`config.mk`:
```
export PLATFORM = sky130hd
export DESIGN_NAME = bhattacharyya_histogram_distance_flat
export DESIGN_NICKNAME = d
export VERILOG_FILES = /design/src/hw/rtl/bhd_pkg.sv /design/src/hw/rtl/bhd_stream_if.sv /design/src/hw/rtl/bhattacharyya_histogram_distance.sv /design/src/flat_wrapper.sv
export SDC_FILE = /design/constraint.sdc
export NUM_CORES = 2
export LEC_CHECK = 0
export BUFFER_PORTS_ARGS = -buffer_cell sky130_fd_sc_hd__buf_2
export CAP_MARGIN = 10
export CORE_MARGIN = 2
export CORE_UTILIZATION = 52
export CTS_BUF_LIST = sky130_fd_sc_hd__clkbuf_4 sky130_fd_sc_hd__clkbuf_8 sky130_fd_sc_hd__clkbuf_16
export DETAILED_ROUTE_END_ITERATION = 8
export GPL_ROUTABILITY_DRIVEN = 0
export MAX_ROUTING_LAYER = met4
export PLACE_DENSITY = 0.71
export SETUP_SLACK_MARGIN = 0.4
export SYNTH_ARGS = -nofsm -noshare
export SYNTH_HDL_FRONTEND = slang
export SYNTH_SLANG_ARGS = --single-unit
```
`constraint.sdc`:
```
create_clock -name clk_i -period 11.1 [get_ports clk_i]
set_clock_uncertainty 0.05 [all_clocks]
set_input_delay 0 -clock clk_i [delete_from_list [all_inputs] [get_ports clk_i]]
set_output_delay 0 -clock clk_i [all_outputs]
set_load 0.02 [all_outputs]
```
`src/hw/rtl/bhd_pkg.sv`:
```
`timescale 1ns / 1ps

package bhd_pkg;

  // field widths
  localparam int unsigned COUNT_W = 16;
  localparam int unsigned DIST_W  = 16;

  // accumulator widths
  localparam int unsigned SUM_W  = 28;
  localparam int unsigned RSUM_W = 36;

  // shared root / divide unit
  localparam int unsigned ROOT_W = 32;
  localparam int unsigned REM_W  = 34;
  localparam int unsigned SH_W   = 64;
  localparam int unsigned MUL_W  = 2 * SUM_W;
  localparam int unsigned STEP_W = 6;

  // step counts: per-bin root of a*b*2^16, denominator root of Sa*Sb*2^6,
  // 32 quotient bits, root of a 33-bit radicand
  localparam logic [STEP_W-1:0] BIN_STEPS  = STEP_W'(24);
  localparam logic [STEP_W-1:0] DEN_STEPS  = STEP_W'(32);
  localparam logic [STEP_W-1:0] DIV_STEPS  = STEP_W'(32);
  localparam logic [STEP_W-1:0] DIST_STEPS = STEP_W'(17);

  // ratio scale: S * 2^27 / D gives Q.32
  localparam int unsigned RATIO_SHIFT = 27;
  localparam int unsigned DEN_FRAC    = 6;

endpackage

```
`src/hw/rtl/bhd_stream_if.sv`:
```
`timescale 1ns / 1ps

// input channel: one bin pair per transfer
interface bhd_in_if;
  logic                          valid;
  logic                          ready;
  logic [bhd_pkg::COUNT_W-1:0]   bin_a;
  logic [bhd_pkg::COUNT_W-1:0]   bin_b;
  logic                          last_bin;

  modport source (output valid, output bin_a, output bin_b, output last_bin, input ready);
  modport sink   (input valid, input bin_a, input bin_b, input last_bin, output ready);
endinterface

// output channel: one distance per histogram pair
interface bhd_out_if;
  logic                          valid;
  logic                          ready;
  logic [bhd_pkg::DIST_W-1:0]    distance;
  logic                          empty_hist;

  modport source (output valid, output distance, output empty_hist, input ready);
  modport sink   (input valid, input distance, input empty_hist, output ready);
endinterface

```
`src/hw/rtl/bhattacharyya_histogram_distance.sv`:
```
`timescale 1ns / 1ps

// bhattacharyya distance between two histograms, streamed one bin pair per transfer
//
// in_i  : bin_a, bin_b (unsigned counts) and last_bin; valid/ready handshake
// out_o : distance (unsigned Q0.16, saturating at 65535) and empty_hist,
//         one transfer for each bin pair marked last_bin
//
// every bin pair costs a transfer, 24 steps of the shared root/divide unit
// (one root bit per step) and an accumulate; in_i.ready is low meanwhile. a
// last bin adds a multiply, 32 root steps for sqrt(Sa*Sb), a compare, 32
// quotient steps, 17 root steps for the distance and the finish. an empty
// histogram skips straight to the finish, a coefficient at or above one skips
// the divide and the last root. the shared compare/subtract unit works one bit
// per cycle
//
// the result sits in an output register; the next histogram is taken while it
// waits. if the receiver still stalls when the next result is ready, the block
// holds it and keeps in_i.ready low until the register frees up
//
// reset (rst_ni low, asynchronous) clears all running sums and drops out_o.valid

module bhattacharyya_histogram_distance (
  input  logic          clk_i,
  input  logic          rst_ni,
  bhd_in_if.sink        in_i,
  bhd_out_if.source     out_o
);

  typedef enum logic [3:0] {
    ST_IDLE,
    ST_SQRT_BIN,
    ST_BIN_END,
    ST_MUL,
    ST_SQRT_DEN,
    ST_CHECK,
    ST_DIV,
    ST_LOAD_DIST,
    ST_SQRT_DIST,
    ST_DIST_END,
    ST_DONE
  } state_e;

  state_e                            state_q, state_d;

  logic [bhd_pkg::SUM_W-1:0]         sa_q, sa_d;
  logic [bhd_pkg::SUM_W-1:0]         sb_q, sb_d;
  logic [bhd_pkg::RSUM_W-1:0]        rs_q, rs_d;
  logic                              last_q, last_d;

  // shared unit registers
  logic [bhd_pkg::SH_W-1:0]          sh_q, sh_d;
  logic [bhd_pkg::REM_W-1:0]         rem_q, rem_d;
  logic [bhd_pkg::ROOT_W-1:0]        acc_q, acc_d;
  logic [bhd_pkg::ROOT_W-1:0]        den_q, den_d;
  logic [bhd_pkg::STEP_W-1:0]        cnt_q, cnt_d;

  // result and output register
  logic [bhd_pkg::DIST_W-1:0]        res_dist_q, res_dist_d;
  logic                              res_empty_q, res_empty_d;
  logic                              out_valid_q, out_valid_d;
  logic [bhd_pkg::DIST_W-1:0]        out_dist_q, out_dist_d;
  logic                              out_empty_q, out_empty_d;

  // shared multiplier: a*b on a transfer, Sa*Sb on the last bin
  logic [bhd_pkg::SUM_W-1:0]         mul_x, mul_y;
  logic [bhd_pkg::MUL_W-1:0]         prod;

  // shared compare/subtract unit
  logic [35:0]                       unit_x, unit_y;
  logic [36:0]                       unit_diff;
  logic                              unit_ge;
  logic [bhd_pkg::REM_W-1:0]         unit_rem;
  logic [bhd_pkg::ROOT_W-1:0]        unit_acc;
  logic [bhd_pkg::SH_W-1:0]          unit_sh;
  logic                              unit_last;

  logic                              in_xfer;
  logic                              out_xfer;
  logic                              out_free;
  logic [32:0]                       dist_rad;
  logic [bhd_pkg::RSUM_W:0]          den_scaled;

  assign in_xfer  = in_i.valid && in_i.ready;
  assign out_xfer = out_valid_q && out_o.ready;
  assign out_free = !out_valid_q || out_o.ready;

  assign in_i.ready       = (state_q == ST_IDLE);
  assign out_o.valid      = out_valid_q;
  assign out_o.distance   = out_dist_q;
  assign out_o.empty_hist = out_empty_q;

  always_comb begin
    if (state_q == ST_IDLE) begin
      mul_x = bhd_pkg::SUM_W'(in_i.bin_a);
      mul_y = bhd_pkg::SUM_W'(in_i.bin_b);
    end else begin
      mul_x = sa_q;
      mul_y = sb_q;
    end
    prod = bhd_pkg::MUL_W'(mul_x) * bhd_pkg::MUL_W'(mul_y);
  end

  // one step: a root takes two radicand bits, a quotient one dividend bit
  always_comb begin
    if (state_q == ST_DIV) begin
      unit_x  = {1'b0, rem_q, sh_q[bhd_pkg::SH_W-1]};
      unit_y  = {4'b0, den_q};
      unit_sh = sh_q << 1;
    end else begin
      unit_x  = {rem_q, sh_q[bhd_pkg::SH_W-1 -: 2]};
      unit_y  = {2'b0, acc_q, 2'b01};
      unit_sh = sh_q << 2;
    end
    unit_diff = {1'b0, unit_x} - {1'b0, unit_y};
    unit_ge   = !unit_diff[36];
    unit_rem  = unit_ge ? unit_diff[bhd_pkg::REM_W-1:0] : unit_x[bhd_pkg::REM_W-1:0];
    unit_acc  = {acc_q[bhd_pkg::ROOT_W-2:0], unit_ge};
    unit_last = (cnt_q == bhd_pkg::STEP_W'(1));
  end

  // radicand 2^32 - ratio; ratio is below 2^32 here
  assign dist_rad   = {1'b1, 32'b0} - {1'b0, acc_q};
  assign den_scaled = {acc_q, 5'b0};

  always_comb begin
    state_d     = state_q;
    sa_d        = sa_q;
    sb_d        = sb_q;
    rs_d        = rs_q;
    last_d      = last_q;
    sh_d        = sh_q;
    rem_d       = rem_q;
    acc_d       = acc_q;
    den_d       = den_q;
    cnt_d       = cnt_q;
    res_dist_d  = res_dist_q;
    res_empty_d = res_empty_q;
    out_valid_d = out_valid_q && !out_xfer;
    out_dist_d  = out_dist_q;
    out_empty_d = out_empty_q;

    case (state_q)
      ST_IDLE: begin
        if (in_xfer) begin
          sa_d    = sa_q + bhd_pkg::SUM_W'(in_i.bin_a);
          sb_d    = sb_q + bhd_pkg::SUM_W'(in_i.bin_b);
          last_d  = in_i.last_bin;
          // radicand a*b*2^16, left-aligned for 24 root steps
          sh_d    = {prod[31:0], 32'b0};
          rem_d   = '0;
          acc_d   = '0;
          cnt_d   = bhd_pkg::BIN_STEPS;
          state_d = ST_SQRT_BIN;
        end
      end
      ST_SQRT_BIN, ST_SQRT_DEN, ST_DIV, ST_SQRT_DIST: begin
        sh_d  = unit_sh;
        rem_d = unit_rem;
        acc_d = unit_acc;
        cnt_d = cnt_q - bhd_pkg::STEP_W'(1);
        if (unit_last) begin
          case (state_q)
            ST_SQRT_BIN: state_d = ST_BIN_END;
            ST_SQRT_DEN: state_d = ST_CHECK;
            ST_DIV:      state_d = ST_LOAD_DIST;
            default:     state_d = ST_DIST_END;
          endcase
        end
      end
      ST_BIN_END: begin
        rs_d = rs_q + bhd_pkg::RSUM_W'(acc_q);
        if (!last_q) begin
          state_d = ST_IDLE;
        end else if (sa_q == '0 || sb_q == '0) begin
          // empty histogram
          res_dist_d  = '0;
          res_empty_d = 1'b1;
          state_d     = ST_DONE;
        end else begin
          state_d = ST_MUL;
        end
      end
      ST_MUL: begin
        // radicand Sa*Sb*2^6 for the denominator root
        sh_d    = {2'b0, prod, bhd_pkg::DEN_FRAC'(0)};
        rem_d   = '0;
        acc_d   = '0;
        cnt_d   = bhd_pkg::DEN_STEPS;
        state_d = ST_SQRT_DEN;
      end
      ST_CHECK: begin
        den_d       = acc_q;
        res_empty_d = 1'b0;
        if ({1'b0, rs_q} >= den_scaled) begin
          // coefficient at or above one
          res_dist_d = '0;
          state_d    = ST_DONE;
        end else begin
          // dividend S*2^27: top part seeds the remainder
          rem_d   = bhd_pkg::REM_W'(rs_q[bhd_pkg::RSUM_W-1:5]);
          sh_d    = {rs_q[4:0], 59'b0};
          acc_d   = '0;
          cnt_d   = bhd_pkg::DIV_STEPS;
          state_d = ST_DIV;
        end
      end
      ST_LOAD_DIST: begin
        sh_d    = {1'b0, dist_rad, 30'b0};
        rem_d   = '0;
        acc_d   = '0;
        cnt_d   = bhd_pkg::DIST_STEPS;
        state_d = ST_SQRT_DIST;
      end
      ST_DIST_END: begin
        // a distance of exactly one saturates
        res_dist_d = acc_q[bhd_pkg::DIST_W] ? '1 : acc_q[bhd_pkg::DIST_W-1:0];
        state_d    = ST_DONE;
      end
      ST_DONE: begin
        if (out_free) begin
          out_valid_d = 1'b1;
          out_dist_d  = res_dist_q;
          out_empty_d = res_empty_q;
          sa_d        = '0;
          sb_d        = '0;
          rs_d        = '0;
          state_d     = ST_IDLE;
        end
      end
      default: begin
        state_d = ST_IDLE;
      end
    endcase
  end

  always_ff @(posedge clk_i or negedge rst_ni) begin
    if (!rst_ni) begin
      state_q     <= ST_IDLE;
      sa_q        <= '0;
      sb_q        <= '0;
      rs_q        <= '0;
      last_q      <= 1'b0;
      sh_q        <= '0;
      rem_q       <= '0;
      acc_q       <= '0;
      den_q       <= '0;
      cnt_q       <= '0;
      res_dist_q  <= '0;
      res_empty_q <= 1'b0;
      out_valid_q <= 1'b0;
      out_dist_q  <= '0;
      out_empty_q <= 1'b0;
    end else begin
      state_q     <= state_d;
      sa_q        <= sa_d;
      sb_q        <= sb_d;
      rs_q        <= rs_d;
      last_q      <= last_d;
      sh_q        <= sh_d;
      rem_q       <= rem_d;
      acc_q       <= acc_d;
      den_q       <= den_d;
      cnt_q       <= cnt_d;
      res_dist_q  <= res_dist_d;
      res_empty_q <= res_empty_d;
      out_valid_q <= out_valid_d;
      out_dist_q  <= out_dist_d;
      out_empty_q <= out_empty_d;
    end
  end

`ifndef ASSERT_OFF
  // a transfer always starts the per-bin root
  assert property (@(posedge clk_i) disable iff (!rst_ni)
    in_xfer |=> (state_q == ST_SQRT_BIN && cnt_q == bhd_pkg::BIN_STEPS))
    else $error("bin transfer did not start the root unit");

  // the shared unit never runs with an exhausted step count
  assert property (@(posedge clk_i) disable iff (!rst_ni)
    (state_q == ST_SQRT_BIN || state_q == ST_SQRT_DEN || state_q == ST_DIV ||
     state_q == ST_SQRT_DIST) |-> (cnt_q != '0))
    else $error("shared unit running with zero step count");

  // an empty histogram always reports distance zero
  assert property (@(posedge clk_i) disable iff (!rst_ni)
    (out_o.valid && out_o.empty_hist) |-> (out_o.distance == '0))
    else $error("empty histogram with non-zero distance");

  // sums are clear whenever a new result has just been loaded
  assert property (@(posedge clk_i) disable iff (!rst_ni)
    (state_q == ST_DONE && out_free) |=> (sa_q == '0 && sb_q == '0 && rs_q == '0))
    else $error("accumulators not cleared after a result");
`endif

endmodule

```
`src/flat_wrapper.sv`:
```
// flat-port wrapper written by rule: the top's interface ports become plain ports
module bhattacharyya_histogram_distance_flat 
  (clk_i, rst_ni, in_i_valid, in_i_bin_a, in_i_bin_b, in_i_last_bin, in_i_ready, out_o_valid, out_o_distance, out_o_empty_hist, out_o_ready);
  bhd_in_if in_i_i ();
  bhd_out_if out_o_i ();
  input  logic clk_i;
  input  logic rst_ni;
  input wire logic [$bits(in_i_i.valid)-1:0] in_i_valid;
  input wire logic [$bits(in_i_i.bin_a)-1:0] in_i_bin_a;
  input wire logic [$bits(in_i_i.bin_b)-1:0] in_i_bin_b;
  input wire logic [$bits(in_i_i.last_bin)-1:0] in_i_last_bin;
  output wire logic [$bits(in_i_i.ready)-1:0] in_i_ready;
  output wire logic [$bits(out_o_i.valid)-1:0] out_o_valid;
  output wire logic [$bits(out_o_i.distance)-1:0] out_o_distance;
  output wire logic [$bits(out_o_i.empty_hist)-1:0] out_o_empty_hist;
  input wire logic [$bits(out_o_i.ready)-1:0] out_o_ready;
  assign in_i_i.valid = in_i_valid;
  assign in_i_i.bin_a = in_i_bin_a;
  assign in_i_i.bin_b = in_i_bin_b;
  assign in_i_i.last_bin = in_i_last_bin;
  assign in_i_ready = in_i_i.ready;
  assign out_o_valid = out_o_i.valid;
  assign out_o_distance = out_o_i.distance;
  assign out_o_empty_hist = out_o_i.empty_hist;
  assign out_o_i.ready = out_o_ready;
  bhattacharyya_histogram_distance u_core (.clk_i(clk_i), .rst_ni(rst_ni), .in_i(in_i_i), .out_o(out_o_i));
endmodule
```
# Word-level counts from Yosys, hierarchy flattened
# Cells that the tools add are included.
# totals
inputBits	37
register_bits	300
wordCells	112
output_inout_bits	19
# classes
n_reduce_logical	28
n_mux	43
order_cmp	1
mul	1
eq_ne	18
addsub	6
# ops
operator	count
one-hot mux 64 bit (5 select lines)	1
2-to-1 mux 64 bit	3
2-to-1 mux 28 bit	5
2-to-1 mux 34 bit	4
one-hot mux 34 bit (4 select lines)	1
one-hot mux 32 bit (4 select lines)	1
one-hot mux 28 bit (2 select lines)	2
2-to-1 mux 36 bit	2
one-hot mux 36 bit (2 select lines)	1
2-to-1 mux 16 bit	4
2-to-1 mux 32 bit	2
adder 28 x 16 -> 28 bit	2
zero test 28 bit	2
multiplier 28 x 28 -> 56 bit	1
one-hot mux 16 bit (3 select lines)	1
>= comparator 36 x 37 -> 1 bit	1
subtractor 36 x 34 -> 37 bit	1
adder 36 x 32 -> 36 bit	1
subtractor 33 x 32 -> 33 bit (first input constant)	1
one-hot mux 4 bit (8 select lines)	1
one-hot mux 6 bit (5 select lines)	1
2-to-1 mux 4 bit	6
== test 4 x 3 -> 1 bit (second input constant)	4
AND reduction 3 bit	5
23 further kinds	44

# Longest topological paths before layout
# depth
ltp_word	5
depth_mapped	36
ltp_nobuf	32

# Worst setup path after synthesis
# OpenSTA, ideal clock, no wires.
# synth_path
kind	register -> register
startpoint	register u_core.state_q[2]
endpoint	register u_core.sh_q[53] (netlist name)
setup_ns	0.121
stages_incl_launch_ff	36
path_buffers	5
slack_ns	2.768
required_time_ns	10.929
arrival_time_ns	8.161
period_less_slack_ns	8.332
path_cell_list	dfrtp_1 > buf_2 > nor2_4 > nand2_1 > clkinv_2 > clkbuf_1 > clkbuf_1 > clkbuf_1 > nand2_1 > nand2_1 > clkbuf_1 > nand2_1 > fa_1 > inv_1 > fa_1 > fa_1 > inv_1 > fa_1 > inv_1 > fa_1 > fa_1 > inv_1 > fa_1 > inv_1 > ha_1 > a211o_1 > a21oi_1 > o21ai_0 > a31o_2 > a31oi_2 > o41ai_2 > a221oi_2 > o21ai_4 > xnor2_1 > o21ai_1 > a22o_1
# synth_via
elab_chain_len	5
word_cells_on_any_way	20
cone_classes	mul (1); eq/ne (9); mux (5); reduce/logical (5)
# synth_lines
item	line_no	rtl
start, declared	bhattacharyya_histogram_distance.sv:44	state_e state_q, state_d;
start signal, assigned	bhattacharyya_histogram_distance.sv:255	state_q <= state_d;
zero test 4 bit	bhattacharyya_histogram_distance.sv:88, bhattacharyya_histogram_distance.sv:94, bhattacharyya_histogram_distance.sv:143	
2-to-1 mux 28 bit	bhattacharyya_histogram_distance.sv:94	if (state_q == ST_IDLE) begin
multiplier 28 x 28 -> 56 bit	bhattacharyya_histogram_distance.sv:101	prod = bhd_pkg::MUL_W'(mul_x) * bhd_pkg::MUL_W'(mul_y);
2-to-1 mux 64 bit	bhattacharyya_histogram_distance.sv:145	if (in_xfer) begin
one-hot mux 64 bit (5 select lines)	bhattacharyya_histogram_distance.sv:143	case (state_q)
end signal, assigned	bhattacharyya_histogram_distance.sv:244	sh_q <= '0;
end signal, assigned	bhattacharyya_histogram_distance.sv:260	sh_q <= sh_d;
end, declared	bhattacharyya_histogram_distance.sv:52	logic [bhd_pkg::SH_W-1:0] sh_q, sh_d;
# Several ways; a longest one is shown, not always the timed one. The select of a mux whose other input is x is not followed.
# A chain may end at the register's enable or synchronous reset.

# Worst setup path in the final report
# layout_path
startpoint	register u_core.state_q[3]
endpoint	register u_core.sh_q[52] (netlist name)
# Same word-level chain as after synthesis.

==> summary.txt <==
Power Density: 50.2 nW/um^2
Initial antenna violation count: 2
Clock power frac: 0.536
Final setup vio count: 0
EDFF count, synth: 0
Power share of the combinational group: 0.028
Die ar.: 90,700 um^2
Hold Vio Cnt, Final: 0
Final WL: 140,000 um
Max FO, Critical Path: 64
Reg power frac: 0.436
Resized cells post-CTS: 0
FMAX: 106 MHz
Data required time of the critical path: 11.55 ns
CP Buf/Inv Count: 6
Synth Net Count: 6,478
Final worst path period share: 0.850
Worst Setup SP: u_core.state_q[3]
Hold path start: in_i_bin_b[10]
Worst setup SP type: flop
Relative slew margins: 0.198
Async set-reset flop share out of synthesis: 1.00
Count leader, synth: nand2_1
CTS Sinks: 294
Area leader, netlist: fa_1
Top cells by area, synth: fa_1 30%, dfrtp_1 16%, ha_1 9.3%
CTS Buf Count: 37
Number of global-route vias before repair: 39.2k
GR peak layer: met2
Layout Utilization: 0.562
Synth top area share: 0.296
Die width: 301 um
GRT Total Usage: 0.326
Mux cell area share after synthesis: 0.0256
Worst r2r src: u_core.state_q[3]
Synth top cells by count: 888 x nand2_1, 859 x inv_1, 678 x fa_1
Synth Area in Adders: 0.389
CTS H-Tree Depth: 2
Sequential-to-total area share from yosys stat: 0.160
Tightest Hold Check Type: input pin to flop
Post-synth cell types: 97
Main combinational cell family by area after synthesis: adder cells
CP most frequent cell: fa_1
First-pass GRT wire length: 222,000 um
CP max-delay cell: mux2i_1
Crit path kind: flop to flop
Largest net degree at the start of global routing: 82
DP Area: 47,400 um^2
Via count: 38.6k
GR Util met2: 0.491
Syn avg cell area: 8.47 um^2
Core Footprint: 87,200 um^2
Worst-Skew Late Latency: 0.59 ns
Drt pass-1 iters: 6
Residual DRC: 0
Net Sw Power: 0.000592 W
Peak supply drop: 104 uV
Final net count: 6,426
Worst path max stage delay: 0.85 ns
Power Internal: 0.00187 W
Max-cap violations: 0
Fraction of layout cells with a size suffix above 1: 0.0598
Critical path's top delay family: adder cells
CTS tree: yes
Placed Instances: 6,461
GR Layer Usage met3: 0.0712
Mapped Cells: 5,421
Compound-gate portion of the synthesized area: 0.119
Number of routed nets with antenna violations: 0
Worst-path clk slew: 0.06 ns
Crit path time final: 9.44 ns
Global routing usage on met1: 0.417
Die span in y: 301 um
Outcome: complete, no violations
Root buf cell: clkbuf_16
Crit path capture type: flop
Layout Cells excl Fill: 6,555
I/O Buffers: 55
Yosys reg bits: 294
Total negative setup slack: 0 ns
Filler instances: 7,887
Worst EP arrival: 9.88 ns
Io pins: 56
Worst slew pin tran: 1.17 ns
Num rows: 108
Ys flop type: dfrtp_1
Area delta synth->final: 6.72%
Slew Viols, Final: 0
GR Overflow Total: 0
Final Cell Area: 49,000 um^2
Number of DRC markers in iteration 0: 3,708
Starting density of the core: 0.527
Sw frac: 0.241
Yosys warning total: 0
Unrepaired setup endpoints after global routing: false
Avg Vias per Cell: 5.89
DPL Wire Length: 107,000 um
Routed wire length per instance: 21.4 um
Post-synthesis xor/xnor area fraction: 0.0338
Maximum clock path buffer count: 3
Leakage: 24.5 nW
Simple-gate share of the synthesized area: 0.179
Cell area after synthesis: 45,900 um^2
area by class of cell:
class / instances / area (um^2) / area share
diodes: 2 / 5.00 / 0.000102
clock buffers: 50 / 1060 / 0.0217
flip-flops and latches: 294 / 7360 / 0.150
multi-input cells: 4005 / 34400 / 0.701
well taps: 1155 / 1450 / 0.0295
inverters: 860 / 3230 / 0.0659
clock inverters: 18 / 255 / 0.00521
repair buffers: 171 / 1280 / 0.0261
per-layer routing:
| metal | share of wire | wire [um] |
|---|---|---|
| met1 | 0.40 | 55700 |
| met2 | 0.45 | 62400 |
| met3 | 0.099 | 13800 |
| met4 | 0.059 | 8320 |
| met5 | 0 | 0 |
kinds of logic after synthesis:
logic type | count (synthesis)
multiplexers | 113
adder cells (fa/ha/maj) | 1020
buffers and inverters | 1122
XOR/XNOR | 177
flip-flops | 294
AND/OR/NAND/NOR | 1826
AO/OA/AOI/OAI | 869
per-stage QoR:
step | setup WS (ns) | total power [W] | hold slack [ns]
floorplan | 2.77 | 0.00111 | -0.346
global placement | 2.00 | 0.00115 | 0.00586
detailed placement | 1.92 | 0.00115 | 0.00233
CTS | 1.83 | 0.00248 | 0.00778
global route | 1.29 | 0.00252 | 0.0428
finish | 1.66 | 0.00246 | 0.0257
timing repair:
| item | in CTS | in global routing |
|---|---|---|
| hold endpoints to repair | 103 | 0 |
| setup buffers | 0 | 0 |
| hold buffers | 23 | 0 |
worst paths after layout:
check                      cells past startpoint  slack, ns                        to
setup / recovery                              29       1.66           u_core.sh_q[52]
hold / removal                                 5       0.03           u_core.sb_q[11]
setup reg to reg                              29       1.66           u_core.sh_q[52]
hold reg to reg                                2       0.42  u_core.out_o.distance[7]
max in group asynchronous                      5       8.40            u_core.sa_q[2]
min in group asynchronous                      3       0.37          u_core.acc_q[13]
flip-flops by register name (all words and copies together) (netlist names):
register / count
u_core.rs_q: 36
u_core.out_o.distance: 16
u_core.den_q: 32
u_core.out_o.valid: 1
u_core.res_empty_q: 1
u_core.cnt_q: 6
u_core.out_o.empty_hist: 1
u_core.last_q: 1
u_core.sa_q: 28
u_core.sb_q: 28
u_core.res_dist_q: 16
u_core.rem_q: 34
u_core.acc_q: 32
u_core.sh_q: 58
u_core.state_q: 4
power by group through the flow:
| stage | sequential, W | combinational (W) | clock (W) |
|---|---|---|---|
| 2_1_floorplan | 0.00109 | 0.0000149 | 0 |
| 3_3_place_gp | 0.00109 | 0.0000597 | 0 |
| 3_5_place_dp | 0.00109 | 0.0000602 | 0 |
| 4_1_cts | 0.00107 | 0.0000682 | 0.00134 |
| 5_1_grt | 0.00107 | 0.0000760 | 0.00137 |
| 6_report | 0.00107 | 0.0000698 | 0.00132 |
layout by cell type (no fill, tap or decap), types with 83 or more instances in the layout:
master and count:
a21oi_1 254, buf_4 89, xnor2_1 109, inv_1 859, fa_1 678, nand3_1 83, dfrtp_1 294, ha_1 342
nand2_1 886, and2_1 242, o21ai_0 220, nor2_1 356
worst reg2reg max path: cells and delay by family, from the launching register on:
kind / cells / cell delay (ns)
buf+inv: 6 / 0.87
fa+ha+maj: 8 / 3.93
flops: 1 / 0.57
xor+xnor: 1 / 0.24
compound gates: 8 / 1.79
simple gates: 5 / 0.94
mux: 1 / 0.94
Power figures use the tool's default switching activity.
